**config.mk**
```make
export PLATFORM = sky130hd
export DESIGN_NAME = keypad_text_entry
export DESIGN_NICKNAME = d
export VERILOG_FILES = /design/src/rtl/kte_pkg.sv /design/src/rtl/kte_ram.sv /design/src/rtl/kte_front.sv /design/src/rtl/kte_queue.sv /design/src/rtl/kte_back.sv /design/src/rtl/keypad_text_entry.sv
export SDC_FILE = /design/constraint.sdc
export NUM_CORES = 1
export LEC_CHECK = 0
export ABC_AREA = 1
export BUFFER_PORTS_ARGS = -buffer_cell sky130_fd_sc_hd__buf_2
export CAP_MARGIN = 20
export CORE_ASPECT_RATIO = 0.6
export CORE_MARGIN = 4
export CORE_UTILIZATION = 60
export DETAILED_ROUTE_END_ITERATION = 6
export PLACE_DENSITY = 0.83
export SYNTH_ARGS = -nofsm -noshare
export SYNTH_HDL_FRONTEND = slang
export SYNTH_SLANG_ARGS = --single-unit
```
**constraint.sdc**
```tcl
create_clock -name clk_i -period 9.9 [get_ports clk_i]
set_clock_uncertainty 0.2 [all_clocks]
set_input_delay 1.98 -clock clk_i [delete_from_list [all_inputs] [get_ports clk_i]]
set_output_delay 1.98 -clock clk_i [all_outputs]
set_load 0.02 [all_outputs]
```
**src/rtl/kte_pkg.sv**
```systemverilog
// Shared types, constants and the key table of the keypad text entry block.
// Used by every module of the block but kte_ram; depends on nothing else.

package kte_pkg;

  // Size of the text store and widths of the item fields.
  localparam int MAX_TEXT = 32;
  localparam int CHAR_W   = 7;
  localparam int GRP_W    = 7;
  localparam int LEN_W    = 6;
  localparam int TXT_AW   = (MAX_TEXT > 1) ? $clog2(MAX_TEXT) : 1;
  localparam logic [LEN_W-1:0] MAX_TEXT_L = LEN_W'(MAX_TEXT);
  localparam logic [LEN_W-1:0] MAX_LEN_RESET = LEN_W'(32);

  // Keypad groups 2 to 6 are carried as entries 0 to 4.
  localparam int GROUPS    = 5;
  localparam int KEY_TOTAL = 31;

  // Case folding for the letters A to Z.
  localparam logic [CHAR_W-1:0] CHAR_UPPER_A = 7'h41;
  localparam logic [CHAR_W-1:0] CHAR_UPPER_Z = 7'h5A;
  localparam logic [CHAR_W-1:0] LOWER_SHIFT  = 7'h20;

  // Command queue between the front and the back end.
  localparam int QUEUE_DEPTH = 2;
  localparam int QPTR_W      = 1;
  localparam int QCNT_W      = 2;

  // Configuration port.
  localparam int APB_AW = 3;
  localparam int APB_DW = 32;
  localparam logic REG_MAX_LENGTH = 1'b0;

  // Result event codes.
  typedef enum logic [2:0] {
    EV_NONE   = 3'd0,
    EV_APPEND = 3'd1,
    EV_ERASE  = 3'd2,
    EV_TOGGLE = 3'd3,
    EV_DONE   = 3'd4,
    EV_CANCEL = 3'd5
  } event_e;

  // Command kinds produced by the front end.
  typedef enum logic [2:0] {
    CMD_IDLE,
    CMD_TYPE,
    CMD_ENTER,
    CMD_CLEAR,
    CMD_ALPHA,
    CMD_SECOND,
    CMD_DELETE
  } cmd_e;

  // One classified frame. For typing, both candidate characters travel so
  // that the back end can pick by its current letter mode.
  typedef struct packed {
    cmd_e              kind;
    logic [CHAR_W-1:0] plain_char;
    logic [CHAR_W-1:0] alpha_char;
  } kte_cmd_t;

  // Back end sequencer states.
  typedef enum logic [1:0] {
    BK_IDLE,
    BK_READ,
    BK_CLOSE
  } back_state_e;

  // One key of the table: group, bit position and its two characters.
  typedef struct packed {
    logic [2:0]        grp;
    logic [2:0]        bitpos;
    logic [CHAR_W-1:0] plain;
    logic [CHAR_W-1:0] alpha;
  } key_entry_t;

  // Scan order of the keys; a zero character means no character.
  localparam key_entry_t KEY_TABLE [KEY_TOTAL] = '{
    '{3'd0, 3'd1, 7'h00, 7'h58}, '{3'd0, 3'd2, 7'h00, 7'h53},
    '{3'd0, 3'd3, 7'h00, 7'h4E}, '{3'd0, 3'd4, 7'h00, 7'h49},
    '{3'd0, 3'd5, 7'h00, 7'h44}, '{3'd0, 3'd6, 7'h00, 7'h41},
    '{3'd1, 3'd0, 7'h30, 7'h20}, '{3'd1, 3'd1, 7'h31, 7'h59},
    '{3'd1, 3'd2, 7'h34, 7'h54}, '{3'd1, 3'd3, 7'h37, 7'h4F},
    '{3'd1, 3'd4, 7'h2C, 7'h4A}, '{3'd1, 3'd5, 7'h00, 7'h45},
    '{3'd1, 3'd6, 7'h00, 7'h42},
    '{3'd2, 3'd0, 7'h2E, 7'h3A}, '{3'd2, 3'd1, 7'h32, 7'h5A},
    '{3'd2, 3'd2, 7'h35, 7'h55}, '{3'd2, 3'd3, 7'h38, 7'h50},
    '{3'd2, 3'd4, 7'h28, 7'h4B}, '{3'd2, 3'd5, 7'h00, 7'h46},
    '{3'd2, 3'd6, 7'h00, 7'h43},
    '{3'd3, 3'd0, 7'h2D, 7'h3F}, '{3'd3, 3'd1, 7'h33, 7'h00},
    '{3'd3, 3'd2, 7'h36, 7'h56}, '{3'd3, 3'd3, 7'h39, 7'h51},
    '{3'd3, 3'd4, 7'h29, 7'h4C}, '{3'd3, 3'd5, 7'h00, 7'h47},
    '{3'd4, 3'd1, 7'h2B, 7'h22}, '{3'd4, 3'd2, 7'h2D, 7'h57},
    '{3'd4, 3'd3, 7'h2A, 7'h52}, '{3'd4, 3'd4, 7'h2F, 7'h4D},
    '{3'd4, 3'd5, 7'h5E, 7'h48}
  };

endpackage

```
**src/rtl/kte_ram.sv**
```systemverilog
// Generic single-port-write, single-port-read RAM with a registered read.
// Standalone; no package dependencies.

module kte_ram #(
  parameter int WIDTH = 8,
  parameter int DEPTH = 32,
  localparam int AW = (DEPTH > 1) ? $clog2(DEPTH) : 1
) (
  input  logic             clk_i,
  input  logic             wr_en_i,
  input  logic [AW-1:0]    wr_addr_i,
  input  logic [WIDTH-1:0] wr_data_i,
  input  logic             rd_en_i,
  input  logic [AW-1:0]    rd_addr_i,
  output logic [WIDTH-1:0] rd_data_o
);

  logic [WIDTH-1:0] mem_q [DEPTH];
  logic [WIDTH-1:0] rd_data_q;

  // Write port and registered read port.
  always_ff @(posedge clk_i) begin
    if (wr_en_i) begin
      mem_q[wr_addr_i] <= wr_data_i;
    end
    if (rd_en_i) begin
      rd_data_q <= mem_q[rd_addr_i];
    end
  end

  assign rd_data_o = rd_data_q;

endmodule

```
**src/rtl/kte_front.sv**
```systemverilog
// Front end: accepts keypad frames and classifies them into commands.
// Depends on kte_pkg for the command type and the key table.

module kte_front
  import kte_pkg::*;
(
  input  logic              in_valid_i,
  output logic              in_stall_o,
  input  logic [GRP_W-1:0]  group2_pressed_i,
  input  logic [GRP_W-1:0]  group3_pressed_i,
  input  logic [GRP_W-1:0]  group4_pressed_i,
  input  logic [GRP_W-1:0]  group5_pressed_i,
  input  logic [GRP_W-1:0]  group6_pressed_i,
  input  logic              enter_pressed_i,
  input  logic              clear_pressed_i,
  input  logic              alpha_pressed_i,
  input  logic              second_pressed_i,
  input  logic              delete_active_i,
  input  logic              full_i,
  output logic              push_o,
  output kte_cmd_t          cmd_o
);

  logic [GRP_W-1:0]  grp [GROUPS];
  logic [CHAR_W-1:0] plain_c;
  logic [CHAR_W-1:0] alpha_c;

  assign grp[0] = group2_pressed_i;
  assign grp[1] = group3_pressed_i;
  assign grp[2] = group4_pressed_i;
  assign grp[3] = group5_pressed_i;
  assign grp[4] = group6_pressed_i;

  // First pressed key with a character, searched separately for each mode.
  // Walking the table backwards lets the earliest key win.
  always_comb begin
    plain_c = '0;
    alpha_c = '0;
    for (int i = KEY_TOTAL - 1; i >= 0; i--) begin
      if (grp[KEY_TABLE[i].grp][KEY_TABLE[i].bitpos]) begin
        if (KEY_TABLE[i].plain != '0) begin
          plain_c = KEY_TABLE[i].plain;
        end
        if (KEY_TABLE[i].alpha != '0) begin
          alpha_c = KEY_TABLE[i].alpha;
        end
      end
    end
  end

  // Command priority: enter, clear, alpha, 2nd, delete, then typing.
  always_comb begin
    cmd_o.plain_char = plain_c;
    cmd_o.alpha_char = alpha_c;
    if (enter_pressed_i) begin
      cmd_o.kind = CMD_ENTER;
    end else if (clear_pressed_i) begin
      cmd_o.kind = CMD_CLEAR;
    end else if (alpha_pressed_i) begin
      cmd_o.kind = CMD_ALPHA;
    end else if (second_pressed_i) begin
      cmd_o.kind = CMD_SECOND;
    end else if (delete_active_i) begin
      cmd_o.kind = CMD_DELETE;
    end else if ((plain_c != '0) || (alpha_c != '0)) begin
      cmd_o.kind = CMD_TYPE;
    end else begin
      cmd_o.kind = CMD_IDLE;
    end
  end

  // An item is taken whenever the queue has room.
  assign in_stall_o = full_i;
  assign push_o     = in_valid_i && !full_i;

endmodule

```
**src/rtl/kte_queue.sv**
```systemverilog
// Short command queue that decouples the front end from the back end.
// Depends on kte_pkg for the command type and the queue depth.

module kte_queue
  import kte_pkg::*;
(
  input  logic     clk_i,
  input  logic     rst_ni,
  input  logic     push_i,
  input  kte_cmd_t cmd_i,
  output logic     full_o,
  input  logic     pop_i,
  output logic     empty_o,
  output kte_cmd_t cmd_o
);

  kte_cmd_t          mem_q [QUEUE_DEPTH];
  logic [QPTR_W-1:0] wr_ptr_q, wr_ptr_d;
  logic [QPTR_W-1:0] rd_ptr_q, rd_ptr_d;
  logic [QCNT_W-1:0] count_q, count_d;

  assign full_o  = (count_q == QCNT_W'(QUEUE_DEPTH));
  assign empty_o = (count_q == '0);
  assign cmd_o   = mem_q[rd_ptr_q];

  // Pointer and occupancy update.
  always_comb begin
    wr_ptr_d = wr_ptr_q;
    rd_ptr_d = rd_ptr_q;
    count_d  = count_q;
    if (push_i) begin
      wr_ptr_d = wr_ptr_q + 1'b1;
    end
    if (pop_i) begin
      rd_ptr_d = rd_ptr_q + 1'b1;
    end
    if (push_i && !pop_i) begin
      count_d = count_q + 1'b1;
    end else if (pop_i && !push_i) begin
      count_d = count_q - 1'b1;
    end
  end

  always_ff @(posedge clk_i or negedge rst_ni) begin
    if (!rst_ni) begin
      wr_ptr_q <= '0;
      rd_ptr_q <= '0;
      count_q  <= '0;
    end else begin
      wr_ptr_q <= wr_ptr_d;
      rd_ptr_q <= rd_ptr_d;
      count_q  <= count_d;
    end
  end

  // Entry storage needs no reset.
  always_ff @(posedge clk_i) begin
    if (push_i) begin
      mem_q[wr_ptr_q] <= cmd_i;
    end
  end

endmodule

```
**src/rtl/kte_back.sv**
```systemverilog
// Back end: executes commands against the text line and modes, and walks
// the text store for the done emission. Depends on kte_pkg and kte_ram.

module kte_back
  import kte_pkg::*;
(
  input  logic              clk_i,
  input  logic              rst_ni,
  input  logic [LEN_W-1:0]  max_length_i,
  input  logic              empty_i,
  input  kte_cmd_t          cmd_i,
  output logic              pop_o,
  output logic              out_valid_o,
  input  logic              out_stall_i,
  output logic [2:0]        event_res_o,
  output logic [CHAR_W-1:0] char_code_o,
  output logic              char_valid_o,
  output logic [LEN_W-1:0]  line_length_o,
  output logic              alpha_mode_o,
  output logic              lower_mode_o,
  output logic              last_o
);

  back_state_e       state_q, state_d;
  logic [LEN_W-1:0]  len_q, len_d;
  logic              alpha_q, alpha_d;
  logic              lower_q, lower_d;
  logic [LEN_W-1:0]  idx_q, idx_d;
  logic [LEN_W-1:0]  cnt_q, cnt_d;

  logic              out_valid_q, out_valid_d;
  event_e            ev_q, ev_d;
  logic [CHAR_W-1:0] ch_q, ch_d;
  logic              cv_q, cv_d;
  logic [LEN_W-1:0]  ln_q, ln_d;
  logic              am_q, am_d;
  logic              lm_q, lm_d;
  logic              last_q, last_d;

  logic              out_free;
  logic              ld;
  event_e            ld_ev;
  logic [CHAR_W-1:0] ld_ch;
  logic              ld_cv;
  logic              ld_last;

  logic [LEN_W-1:0]  limit;
  logic [CHAR_W-1:0] sel_c;
  logic [CHAR_W-1:0] typed_c;
  logic [LEN_W-1:0]  idx_nxt;

  logic              wr_en;
  logic              rd_en;
  logic [TXT_AW-1:0] rd_addr;
  logic [CHAR_W-1:0] rd_data;

  // The output register is free when empty or being taken this cycle.
  assign out_free = !out_valid_q || !out_stall_i;
  assign limit    = (max_length_i < MAX_TEXT_L) ? max_length_i : MAX_TEXT_L;
  assign idx_nxt  = idx_q + 1'b1;

  // Character for typing in the current mode, with lower-case folding.
  always_comb begin
    sel_c   = alpha_q ? cmd_i.alpha_char : cmd_i.plain_char;
    typed_c = sel_c;
    if (alpha_q && lower_q && (sel_c inside {[CHAR_UPPER_A:CHAR_UPPER_Z]})) begin
      typed_c = sel_c + LOWER_SHIFT;
    end
  end

  // Sequencer: one command per pass in idle, or the walk over the text.
  always_comb begin
    state_d = state_q;
    len_d   = len_q;
    alpha_d = alpha_q;
    lower_d = lower_q;
    idx_d   = idx_q;
    cnt_d   = cnt_q;
    pop_o   = 1'b0;
    ld      = 1'b0;
    ld_ev   = EV_NONE;
    ld_ch   = '0;
    ld_cv   = 1'b0;
    ld_last = 1'b1;
    wr_en   = 1'b0;
    rd_en   = 1'b0;
    rd_addr = '0;
    case (state_q)
      BK_IDLE: begin
        if (!empty_i && out_free) begin
          pop_o = 1'b1;
          ld    = 1'b1;
          case (cmd_i.kind)
            CMD_ENTER: begin
              len_d   = '0;
              alpha_d = 1'b0;
              lower_d = 1'b0;
              cnt_d   = len_q;
              idx_d   = '0;
              ld_ev   = EV_DONE;
              if (len_q != '0) begin
                // Text characters come first; the closing item follows.
                ld      = 1'b0;
                rd_en   = 1'b1;
                state_d = BK_READ;
              end
            end
            CMD_CLEAR: begin
              len_d   = '0;
              alpha_d = 1'b0;
              lower_d = 1'b0;
              ld_ev   = EV_CANCEL;
            end
            CMD_ALPHA: begin
              alpha_d = !alpha_q;
              ld_ev   = EV_TOGGLE;
            end
            CMD_SECOND: begin
              lower_d = !lower_q;
              ld_ev   = EV_TOGGLE;
            end
            CMD_DELETE: begin
              if (len_q != '0) begin
                len_d = len_q - 1'b1;
                ld_ev = EV_ERASE;
              end
            end
            CMD_TYPE: begin
              if ((len_q < limit) && (sel_c != '0)) begin
                wr_en = 1'b1;
                len_d = len_q + 1'b1;
                ld_ev = EV_APPEND;
                ld_ch = typed_c;
                ld_cv = 1'b1;
              end
            end
            default: begin
              ld_ev = EV_NONE;
            end
          endcase
        end
      end
      BK_READ: begin
        // Read data of entry idx_q is waiting in the RAM output register.
        if (out_free) begin
          ld      = 1'b1;
          ld_ev   = EV_DONE;
          ld_ch   = rd_data;
          ld_cv   = 1'b1;
          ld_last = 1'b0;
          idx_d   = idx_nxt;
          if (idx_nxt == cnt_q) begin
            state_d = BK_CLOSE;
          end else begin
            rd_en   = 1'b1;
            rd_addr = idx_nxt[TXT_AW-1:0];
          end
        end
      end
      BK_CLOSE: begin
        if (out_free) begin
          ld      = 1'b1;
          ld_ev   = EV_DONE;
          state_d = BK_IDLE;
        end
      end
      default: begin
        state_d = BK_IDLE;
      end
    endcase
  end

  // Output register next value; the reported line and modes are after the step.
  always_comb begin
    out_valid_d = out_valid_q;
    ev_d        = ev_q;
    ch_d        = ch_q;
    cv_d        = cv_q;
    ln_d        = ln_q;
    am_d        = am_q;
    lm_d        = lm_q;
    last_d      = last_q;
    if (ld) begin
      out_valid_d = 1'b1;
      ev_d        = ld_ev;
      ch_d        = ld_ch;
      cv_d        = ld_cv;
      ln_d        = len_d;
      am_d        = alpha_d;
      lm_d        = lower_d;
      last_d      = ld_last;
    end else if (out_valid_q && !out_stall_i) begin
      out_valid_d = 1'b0;
    end
  end

  // Control state.
  always_ff @(posedge clk_i or negedge rst_ni) begin
    if (!rst_ni) begin
      state_q     <= BK_IDLE;
      len_q       <= '0;
      alpha_q     <= 1'b0;
      lower_q     <= 1'b0;
      out_valid_q <= 1'b0;
    end else begin
      state_q     <= state_d;
      len_q       <= len_d;
      alpha_q     <= alpha_d;
      lower_q     <= lower_d;
      out_valid_q <= out_valid_d;
    end
  end

  // Walk counters and result payload.
  always_ff @(posedge clk_i) begin
    idx_q  <= idx_d;
    cnt_q  <= cnt_d;
    ev_q   <= ev_d;
    ch_q   <= ch_d;
    cv_q   <= cv_d;
    ln_q   <= ln_d;
    am_q   <= am_d;
    lm_q   <= lm_d;
    last_q <= last_d;
  end

  // Text store.
  kte_ram #(
    .WIDTH (CHAR_W),
    .DEPTH (MAX_TEXT)
  ) u_text_ram (
    .clk_i     (clk_i),
    .wr_en_i   (wr_en),
    .wr_addr_i (len_q[TXT_AW-1:0]),
    .wr_data_i (typed_c),
    .rd_en_i   (rd_en),
    .rd_addr_i (rd_addr),
    .rd_data_o (rd_data)
  );

  assign out_valid_o   = out_valid_q;
  assign event_res_o   = ev_q;
  assign char_code_o   = ch_q;
  assign char_valid_o  = cv_q;
  assign line_length_o = ln_q;
  assign alpha_mode_o  = am_q;
  assign lower_mode_o  = lm_q;
  assign last_o        = last_q;

  // The line never grows past the store.
  assert property (@(posedge clk_i) disable iff (!rst_ni) len_q <= MAX_TEXT_L)
    else $error("text length exceeds the store size");

  // A store write only happens below the effective limit.
  assert property (@(posedge clk_i) disable iff (!rst_ni) wr_en |-> (len_q < limit))
    else $error("text store written at a full line");

  // The walk index stays below the number of characters to emit.
  assert property (@(posedge clk_i) disable iff (!rst_ni)
    (state_q == BK_READ) |-> (idx_q < cnt_q))
    else $error("done emission walked past the text");

  // Starting the emission leaves the line empty and both modes off.
  assert property (@(posedge clk_i) disable iff (!rst_ni)
    ((state_q == BK_IDLE) && (state_d == BK_READ)) |=>
      ((len_q == '0) && !alpha_q && !lower_q))
    else $error("line not reset at the start of the done emission");

  // Each emitted text character is followed by more, never a final item.
  assert property (@(posedge clk_i) disable iff (!rst_ni)
    (out_valid_q && (ev_q == EV_DONE) && cv_q) |-> !last_q)
    else $error("text character of the done emission marked final");

endmodule

```
**src/rtl/keypad_text_entry.sv**
```systemverilog
// Keypad text entry: line editor driven by keypad scan frames.
//
// Input channel: one keypad scan frame per item (in_valid_i / in_stall_o).
// A frame is taken at a rising edge with in_valid_i high and in_stall_o low.
// Output channel: result items (out_valid_o / out_stall_i); last_o marks the
// final item caused by one frame. Every frame causes at least one item.
// A taken frame is written into the command queue; the back end pops it when
// the result register is free, and its results go out through that register.
// Throughput: an ordinary frame takes one idle pass of the back-end sequencer,
// so frames are sustained at one per cycle while the receiver keeps up. Enter
// walks the text store one entry a cycle while the receiver keeps up, through
// the store's registered read port, then emits the closing item; an empty line gives only that item.
// A two-entry command queue lets frames be taken while the back end emits.
// When the receiver stalls, the result register holds its item, the back end
// waits, and once the queue is full in_stall_o rises.
// Reset empties the line, clears both modes and the queue, and sets
// max_length to 32. The text store is not cleared; only written entries
// are ever read. max_length is written over the APB port at byte address 0.
// Depends on kte_pkg, kte_front, kte_queue, kte_back and kte_ram.

module keypad_text_entry
  import kte_pkg::*;
(
  input  logic              clk_i,
  input  logic              rst_ni,
  // Configuration port
  input  logic              psel,
  input  logic              penable,
  input  logic              pwrite,
  input  logic [APB_AW-1:0] paddr,
  input  logic [APB_DW-1:0] pwdata,
  output logic [APB_DW-1:0] prdata,
  output logic              pready,
  // Frame input
  input  logic              in_valid_i,
  output logic              in_stall_o,
  input  logic [GRP_W-1:0]  group2_pressed_i,
  input  logic [GRP_W-1:0]  group3_pressed_i,
  input  logic [GRP_W-1:0]  group4_pressed_i,
  input  logic [GRP_W-1:0]  group5_pressed_i,
  input  logic [GRP_W-1:0]  group6_pressed_i,
  input  logic              enter_pressed_i,
  input  logic              clear_pressed_i,
  input  logic              alpha_pressed_i,
  input  logic              second_pressed_i,
  input  logic              delete_active_i,
  // Result output
  output logic              out_valid_o,
  input  logic              out_stall_i,
  output logic [2:0]        event_res_o,
  output logic [CHAR_W-1:0] char_code_o,
  output logic              char_valid_o,
  output logic [LEN_W-1:0]  line_length_o,
  output logic              alpha_mode_o,
  output logic              lower_mode_o,
  output logic              last_o
);

  logic [LEN_W-1:0] max_length_q, max_length_d;
  logic             reg_write;
  logic             push;
  logic             full;
  logic             pop;
  logic             empty;
  kte_cmd_t         front_cmd;
  kte_cmd_t         queue_cmd;

  // Configuration register write and read-back.
  assign pready    = 1'b1;
  assign reg_write = psel && penable && pwrite && (paddr[2] == REG_MAX_LENGTH);

  always_comb begin
    max_length_d = max_length_q;
    if (reg_write) begin
      max_length_d = pwdata[LEN_W-1:0];
    end
  end

  always_ff @(posedge clk_i or negedge rst_ni) begin
    if (!rst_ni) begin
      max_length_q <= MAX_LEN_RESET;
    end else begin
      max_length_q <= max_length_d;
    end
  end

  assign prdata = (paddr[2] == REG_MAX_LENGTH) ?
                  {{(APB_DW - LEN_W){1'b0}}, max_length_q} : '0;

  // Frame classification.
  kte_front u_front (
    .in_valid_i       (in_valid_i),
    .in_stall_o       (in_stall_o),
    .group2_pressed_i (group2_pressed_i),
    .group3_pressed_i (group3_pressed_i),
    .group4_pressed_i (group4_pressed_i),
    .group5_pressed_i (group5_pressed_i),
    .group6_pressed_i (group6_pressed_i),
    .enter_pressed_i  (enter_pressed_i),
    .clear_pressed_i  (clear_pressed_i),
    .alpha_pressed_i  (alpha_pressed_i),
    .second_pressed_i (second_pressed_i),
    .delete_active_i  (delete_active_i),
    .full_i           (full),
    .push_o           (push),
    .cmd_o            (front_cmd)
  );

  // Command queue.
  kte_queue u_queue (
    .clk_i   (clk_i),
    .rst_ni  (rst_ni),
    .push_i  (push),
    .cmd_i   (front_cmd),
    .full_o  (full),
    .pop_i   (pop),
    .empty_o (empty),
    .cmd_o   (queue_cmd)
  );

  // Command execution and result output.
  kte_back u_back (
    .clk_i         (clk_i),
    .rst_ni        (rst_ni),
    .max_length_i  (max_length_q),
    .empty_i       (empty),
    .cmd_i         (queue_cmd),
    .pop_o         (pop),
    .out_valid_o   (out_valid_o),
    .out_stall_i   (out_stall_i),
    .event_res_o   (event_res_o),
    .char_code_o   (char_code_o),
    .char_valid_o  (char_valid_o),
    .line_length_o (line_length_o),
    .alpha_mode_o  (alpha_mode_o),
    .lower_mode_o  (lower_mode_o),
    .last_o        (last_o)
  );

endmodule
```
After elaboration in Yosys (flattened, before gate mapping)
Memories as Yosys holds them, arrays and structs flattened. A register that Yosys moved wholly into a read port is not among the register bits. Cells that the tools add are included.

Bits in registers: 53. Output and inout bits: 55. Input port bits: 82. Memory bits (writable): 258. Memories kept: 2. Word-level logic and storage cells: 209.

Add/subtract/negate cells: 8. Multiplexer cells: 123. Reduce and logical (&&, ||, !) cells: 37. Order comparisons: 4. Eq/ne operators: 16. Bitwise gates (word level): 1.

Memory list: u_back.u_text_ram.mem_q (words 32, bits a word 7, rd ports 1, clocked after Yosys merged registers in 1, write ports 1, RTL line kte_ram.sv:18) `logic [WIDTH-1:0] mem_q [DEPTH];`; u_queue.mem_q (words 2, bits a word 17, rd ports 1, clocked after Yosys merged registers in 0, write ports 1, RTL line kte_queue.sv:17) `kte_cmd_t mem_q [QUEUE_DEPTH];`.

Operators by type and width (count): 7-bit 2-to-1 mux (56); 6-bit 2-to-1 mux (9); 1-bit 2-to-1 mux (28); 3-bit 2-to-1 mux (7); 7-bit nonzero test (3); 2-bit 2-to-1 mux (9); 6-bit case mux with 3 select lines (1); 5-bit 2-to-1 mux (3); 3-bit case mux with 5 select lines (1); 7-bit case mux with 2 select lines (1); 6-bit by 1-bit adder with 6-bit output (second input constant) (2); 1-bit logical AND (12); 6-bit case mux with 2 select lines (1); 2-bit by 1-bit inequality test with 1-bit output (second input constant) (5); 1-bit case mux with 2 select lines (5); 3-bit == test (second input constant) (3); 1-bit logical NOT (8); 7-bit by 6-bit adder with 7-bit output (second input constant) (1); 7-bit >= comparator (second input constant) (1); 7-bit <= comparator (second input constant) (1); 3-bit by 2-bit == test with 1-bit output (second input constant) (2); 6-bit == test (1); 6-bit < comparator (1); 6-bit < comparator (second input constant) (1); other kinds (19) (27).

Longest topological paths before layout
Word-level depth: 38. Gate-level depth with buffers: 25. Mapped depth without buffers: 25.

Hierarchy
A second synthesis with hierarchy kept.

Cell total of the unflattened synthesis: 1489. Area total of the unflattened synthesis: 15208.3 um^2.

By module, submodules not included: kte_ram (sequential area each 6936.7 um^2, area an instance 9486.6 um^2, cells each 813, instances 1); kte_back (sequential area each 1236.2 um^2, area an instance 2889.0 um^2, cells each 351, instances 1); kte_queue (sequential area each 1121.1 um^2, area an instance 1483.9 um^2, cells each 78, instances 1); kte_front (sequential area each 0.0 um^2, area an instance 833.3 um^2, cells each 177, instances 1); keypad_text_entry (sequential area each 151.4 um^2, area an instance 515.5 um^2, cells each 70, instances 1).

Worst setup path before layout
No wires, ideal clock.

Path kind: input-to-reg. Start point: input out_stall_i. End point: register u_back.am_q, in the netlist u_back.alpha_mode_o, enable pin. Path slack: 4849 ps. Data required time: 9274 ps. Path buffers: 1. Arrival: 4424 ps. Stages on the path: 8. Library setup time: 426 ps. Path through: nand2_1 buf_2 inv_1 a21oi_1 inv_1 nor2_1 nand2_1 o21ai_0.

Word-level cells in the longest chain between the ends: 5. Elaborated cells between the ends (all ways): 6. Classes of those cells: mux (3); reduce/logical (3).

Ends and longest elaborated chain: from (decl) (RTL line keypad_text_entry.sv:49) `input logic out_stall_i,`; 1-bit logical NOT (*) (RTL line kte_back.sv:58) `assign out_free = !out_valid_q || !out_stall_i;`; 1-bit logical OR (*) (RTL line kte_back.sv:58); 1-bit logical AND (RTL line kte_back.sv:90) `if (!empty_i && out_free) begin`; 1-bit 2-to-1 mux (RTL line kte_back.sv:90); 1-bit case mux with 2 select lines (*) (RTL line kte_back.sv:88) `case (state_q)`; named net u_back.ld (RTL line kte_back.sv:41) `logic ld;`; to (signal assigned) (RTL line kte_back.sv:222) `am_q <= am_d;`; to (decl) (RTL line kte_back.sv:36) `logic am_q, am_d;`.

Mark *: on every way through the listed nets, which the timed path passes. The rest lies on a longest branch. A chain may end at the register's enable or synchronous reset.

Worst setup path after layout
Start point: input out_stall_i. End point: memory u_back.u_text_ram.mem_q[28][0] in the netlist's numbering, enable pin.

Word-level cells in the longest chain between the ends: 7.

Ends and longest elaborated chain: 1-bit logical NOT (RTL line kte_back.sv:58); 1-bit logical OR (RTL line kte_back.sv:58); 1-bit logical AND (RTL line kte_back.sv:90); 1-bit 2-to-1 mux (RTL line kte_back.sv:90); 1-bit 2-to-1 mux (RTL line kte_back.sv:88); 1-bit 2-to-1 mux (RTL line kte_ram.sv:23) `if (wr_en_i) begin`; 1-bit 2-to-1 mux (not written as such) (RTL line kte_ram.sv:24) `mem_q[wr_addr_i] <= wr_data_i;`; to (decl) (RTL line kte_ram.sv:18).

No other way between the ends.

==> summary.md <==
| Metric | Value |
|---|---|
| Initial Util | `60.9%` |
| Final min period | `about 5 ns` |
| CTS Hold Bufs | `0` |
| Combinational Power Share | `about 38%` |
| Placement-stage cell area | `between 15,000 and 20,000 sq um` |
| Reg2reg start | `u_queue.rd_ptr_q$_DFFE_PN0P_` |
| Layout cells sized above 1 | `a little under an eighth` |
| Hold slack | `between 0.3 and 0.4 ns` |
| Hold path depth | `1` |
| Final core utilization | `67.2%` |
| Num ports | `roughly 140` |
| Leakage power | `about 6.2 nW` |
| CP bufs+invs | `4` |
| Critical-path top delay cell | `nor2_1` |
| Highest Clock Rate | `around 200 MHz` |
| Final WS setup | `4.87 ns` |
| CP Capture Point | `u_back.u_text_ram.mem_q[28][0]$_DFFE_PP_` |
| Net Sw Power | `between 1.5 and 2 mW` |
| DRT iter0 DRCs | `about 1,500` |
| Flop pwr share | `between 40% and 50%` |
| Rows | `44` |
| Final cell count without fillers | `between 1,500 and 2,000` |
| Register-to-Register Path Depth | `14` |
| Most used flip-flop cell after synthesis | `edfxtp_1` |
| Number of flops mapped to enable cells by yosys | `about 300` |
| #FFs+latches synth | `between 300 and 400` |
| Die area | `27,200 sq um` |
| Fill count | `1,761` |
| Routed Wire Length | `approximately 35 mm` |
| CTS sink cnt | `between 300 and 400` |
| Sum Neg Setup Slack | `0 ns` |
| Pwr Density | `~310 nW/um^2` |
| Core area | `24,200 sq um` |
| Crit. End Element | `flop` |
| Area share of the largest cell type after synthesis | `roughly 61%` |
| Endpoints failing setup | `0` |
| Vias per cell | `5.84` |
| Crit path DAT | `between 5 and 6 ns` |
| Final ANT Viol Nets | `0` |
| Critical Path Source | `out_stall_i` |
| Critical R2R Capture | `u_back.u_text_ram.mem_q[28][0]$_DFFE_PP_` |
| Hpwl dp | `roughly 23 mm` |
| Synth cell types | `around 50` |
| Post-CTS sizing | `0` |
| Switching part of the total power | `between 30 and 40%` |
| Placed insts | `roughly 1,700` |
| Critical Path RT | `between 9 and 10 ns` |
| Area of the mapped netlist | `approximately 15,000 sq um` |
| Worst-margin pin slew | `1.02 ns` |
| Final hold vios | `0` |
| CP cell instances | `buf_2 -> nand2_1 -> inv_1 -> a21oi_1 -> inv_1 -> nor2_1 -> inv_1 -> nor2_1 -> nand2_1 -> nor2_1` |
| Post-layout nets | `about 1,600` |
| Asr flop ratio synth | `6.60%` |
| Count of buffers from port buffering | `77` |
| DRT Pass-1 Iters | `6` |
| Overflow after GRT | `0` |
| Antenna violations before repair | `0` |
| CTS H-tree lvls | `1` |
| Cell taking the most area after synthesis | `edfxtp_1` |
| Worst-Skew Late Latency | `around 0.55 ns` |
| Clock share of power | `between 20% and 30%` |
| Worst-path clk slew | `0.06 ns` |
| Crit path kind | `input pin to flop` |
| DIE WIDTH | `between 200 and 250 microns` |
| CTS Buf Count | `29` |
| Outcome | `finished clean` |
| MaxCap Viol Count | `0` |
| Synth warnings | `0` |
| RSZ-0062 raised after global routing | `false` |
| First-pass GRT wire length | `approximately 54 mm` |
| Pre-CTS WS | `roughly 4.4 ns` |
| Setup bufs post-CTS | `0` |
| Fin crit share | `between 50% and 60%` |
| Register area share after synthesis | `64.2%` |
| Largest net degree at the start of global routing | `between 100 and 150` |
| Root buffer cell | `clkbuf_16` |
| CP max FO | `11` |
| CP Depth | `10` |
| Max incr delay on CP | `~0.7 ns` |
| Total global-route track usage | `between 20% and 30%` |
| R2r setup slk | `between 5 and 6 ns` |
| Pins over their slew limit | `0` |
| CTS tree | `yes` |
| Diode count | `0` |
| Worst IR Drop VDD | `around 0.00016 V` |
| Startpoint types | `input pin` |
| Crit-path leading delay family | `simple AND/OR/NAND/NOR gates` |
| Area delta synth->final | `10.4%` |
| Max-slew headroom | `slightly above 30%` |
| Post-Syn Instances | `between 1,000 and 1,500` |
| Post-route cell area | `around 16,000 sq um` |
| Total internal power | `roughly 3.1 mW` |
| Mean Syn Cell Area | `10.6 sq um` |
| Synth area leaders | `edfxtp_1, nor2_1, nand2_1` |
| Clock buffer depth | `3` |
| Routed vias | `10,500` |
| Tot Pwr | `approximately 5.1 mW` |
| Vias in the first global route | `roughly 10,000` |
| DIE HEIGHT | `between 100 and 150 microns` |
| Hold Path Class | `flop to flop` |
| Drt wl/cell | `between 15 and 20 microns` |
| Drt drc | `0` |
| GPL Wtd Cong | `approximately 0.90` |
## state kept, by name, indices dropped and copies added (netlist names), 2 cells and up
signal / flops
max_length_q: 6
u_back.char_code_o: 7
u_back.cnt_q: 6
u_back.event_res_o: 3
u_back.idx_q: 6
u_back.len_q: 6
u_back.line_length_o: 6
u_back.state_q: 2
u_back.u_text_ram.mem_q: 224
u_back.u_text_ram.rd_data_o: 7
u_queue.count_q: 2
u_queue.mem_q: 34
## routing by layer
layer,global-route usage [%],vias to the layer above,share of wire (%)
li1,-,4882,-
met1,39.1,5028,45
met2,37.1,546,44
met3,6.36,47,10
met4,4.56,0,1.4
met5,0,-,0
## cells by family after synthesis
family                   after synthesis  share of synthesized area [%]
AO/OA/AOI/OAI                        238                           9.33
XOR/XNOR                              16                          0.952
adder cells (fa/ha/maj)               17                           1.45
buffers and inverters                213                           6.89
flip-flops                           318                           64.2
other                                  2                         0.0510
AND/OR/NAND/NOR                      581                           17.2
## Yosys cell counts, drive strengths merged (2+ instances only)
cell type	number
xnor2	4
o31ai	5
nand3	115
edfxtp	297
or2	35
o211ai	37
a32oi	5
nand2	183
conb	2
ha	17
inv	134
nand4	10
o21ai	123
a21oi	47
buf	63
a41oi	2
a22oi	4
clkbuf	14
dfrtp	20
xor2	12
nor4	3
nor3	9
o21a	2
a31oi	5
clkinv	2
nor2	225
## worst reg2reg max path, cell delays in order, from the launching register on
cell and delay (ns):
dfrtp_1 0.63, inv_1 0.48, nand2_1 0.14, a32oi_2 0.22
buf_4 0.41, inv_1 0.12, nand2_1 0.14, nor2_1 0.09
nand2_1 0.08, o21ai_1 0.17, nor2_1 0.14, inv_1 0.08
nor2_1 0.26, nand2_1 0.41, nor2_1 0.73
## cell usage in the layout, fill, tap and decap left out, types with 20 or more instances in the layout
master     netlist  routed
o21ai_1         34      34
buf_2           21      77
o21ai_0         89      88
clkbuf_16        0      29
o211ai_1        37      37
inv_1          131     131
dfrtp_1         20      20
conb_1           2      27
edfxtp_1       297     297
nand3_1        114     114
a21oi_1         47      47
nand2_1        180     180
nor2_1         214     213
or2_1           20      20
## how the worst min path moves through the flow
stage                                               from                             end  slack (ns)
after floorplan                u_back.len_q[2]$_DFF_PN0_       u_back.cnt_q[2]$_DFFE_PP_        0.25
after global placement    u_queue.count_q[0]$_DFFE_PN0P_  u_queue.count_q[0]$_DFFE_PN0P_        0.30
after detailed placement  u_queue.count_q[0]$_DFFE_PN0P_  u_queue.count_q[0]$_DFFE_PN0P_        0.30
after CTS                 u_queue.count_q[0]$_DFFE_PN0P_  u_queue.count_q[0]$_DFFE_PN0P_        0.31
after global routing      u_queue.count_q[0]$_DFFE_PN0P_  u_queue.count_q[0]$_DFFE_PN0P_        0.32
final                     u_queue.count_q[0]$_DFFE_PN0P_  u_queue.count_q[0]$_DFFE_PN0P_        0.31
## cell type report
class,instances,area [sq um],area share [%]
sequential,318,9450,58.1
timing repair buffer,90,547,3.37
clock inverter,22,225,1.39
tap,322,403,2.48
inverter,136,515,3.17
multi-input combinational,879,4380,27.0
clock buffer,30,729,4.49
## power groups by stage
stage	registers, mW	logic [mW]	clock network [mW]
CTS	2.06	1.80	1.14
global route	2.07	2.11	1.19
finish	2.05	1.93	1.13
floorplan	2.10	1.19	0
detailed placement	2.09	1.79	0
global placement	2.08	1.72	0
(Power assumes the default switching activity.)
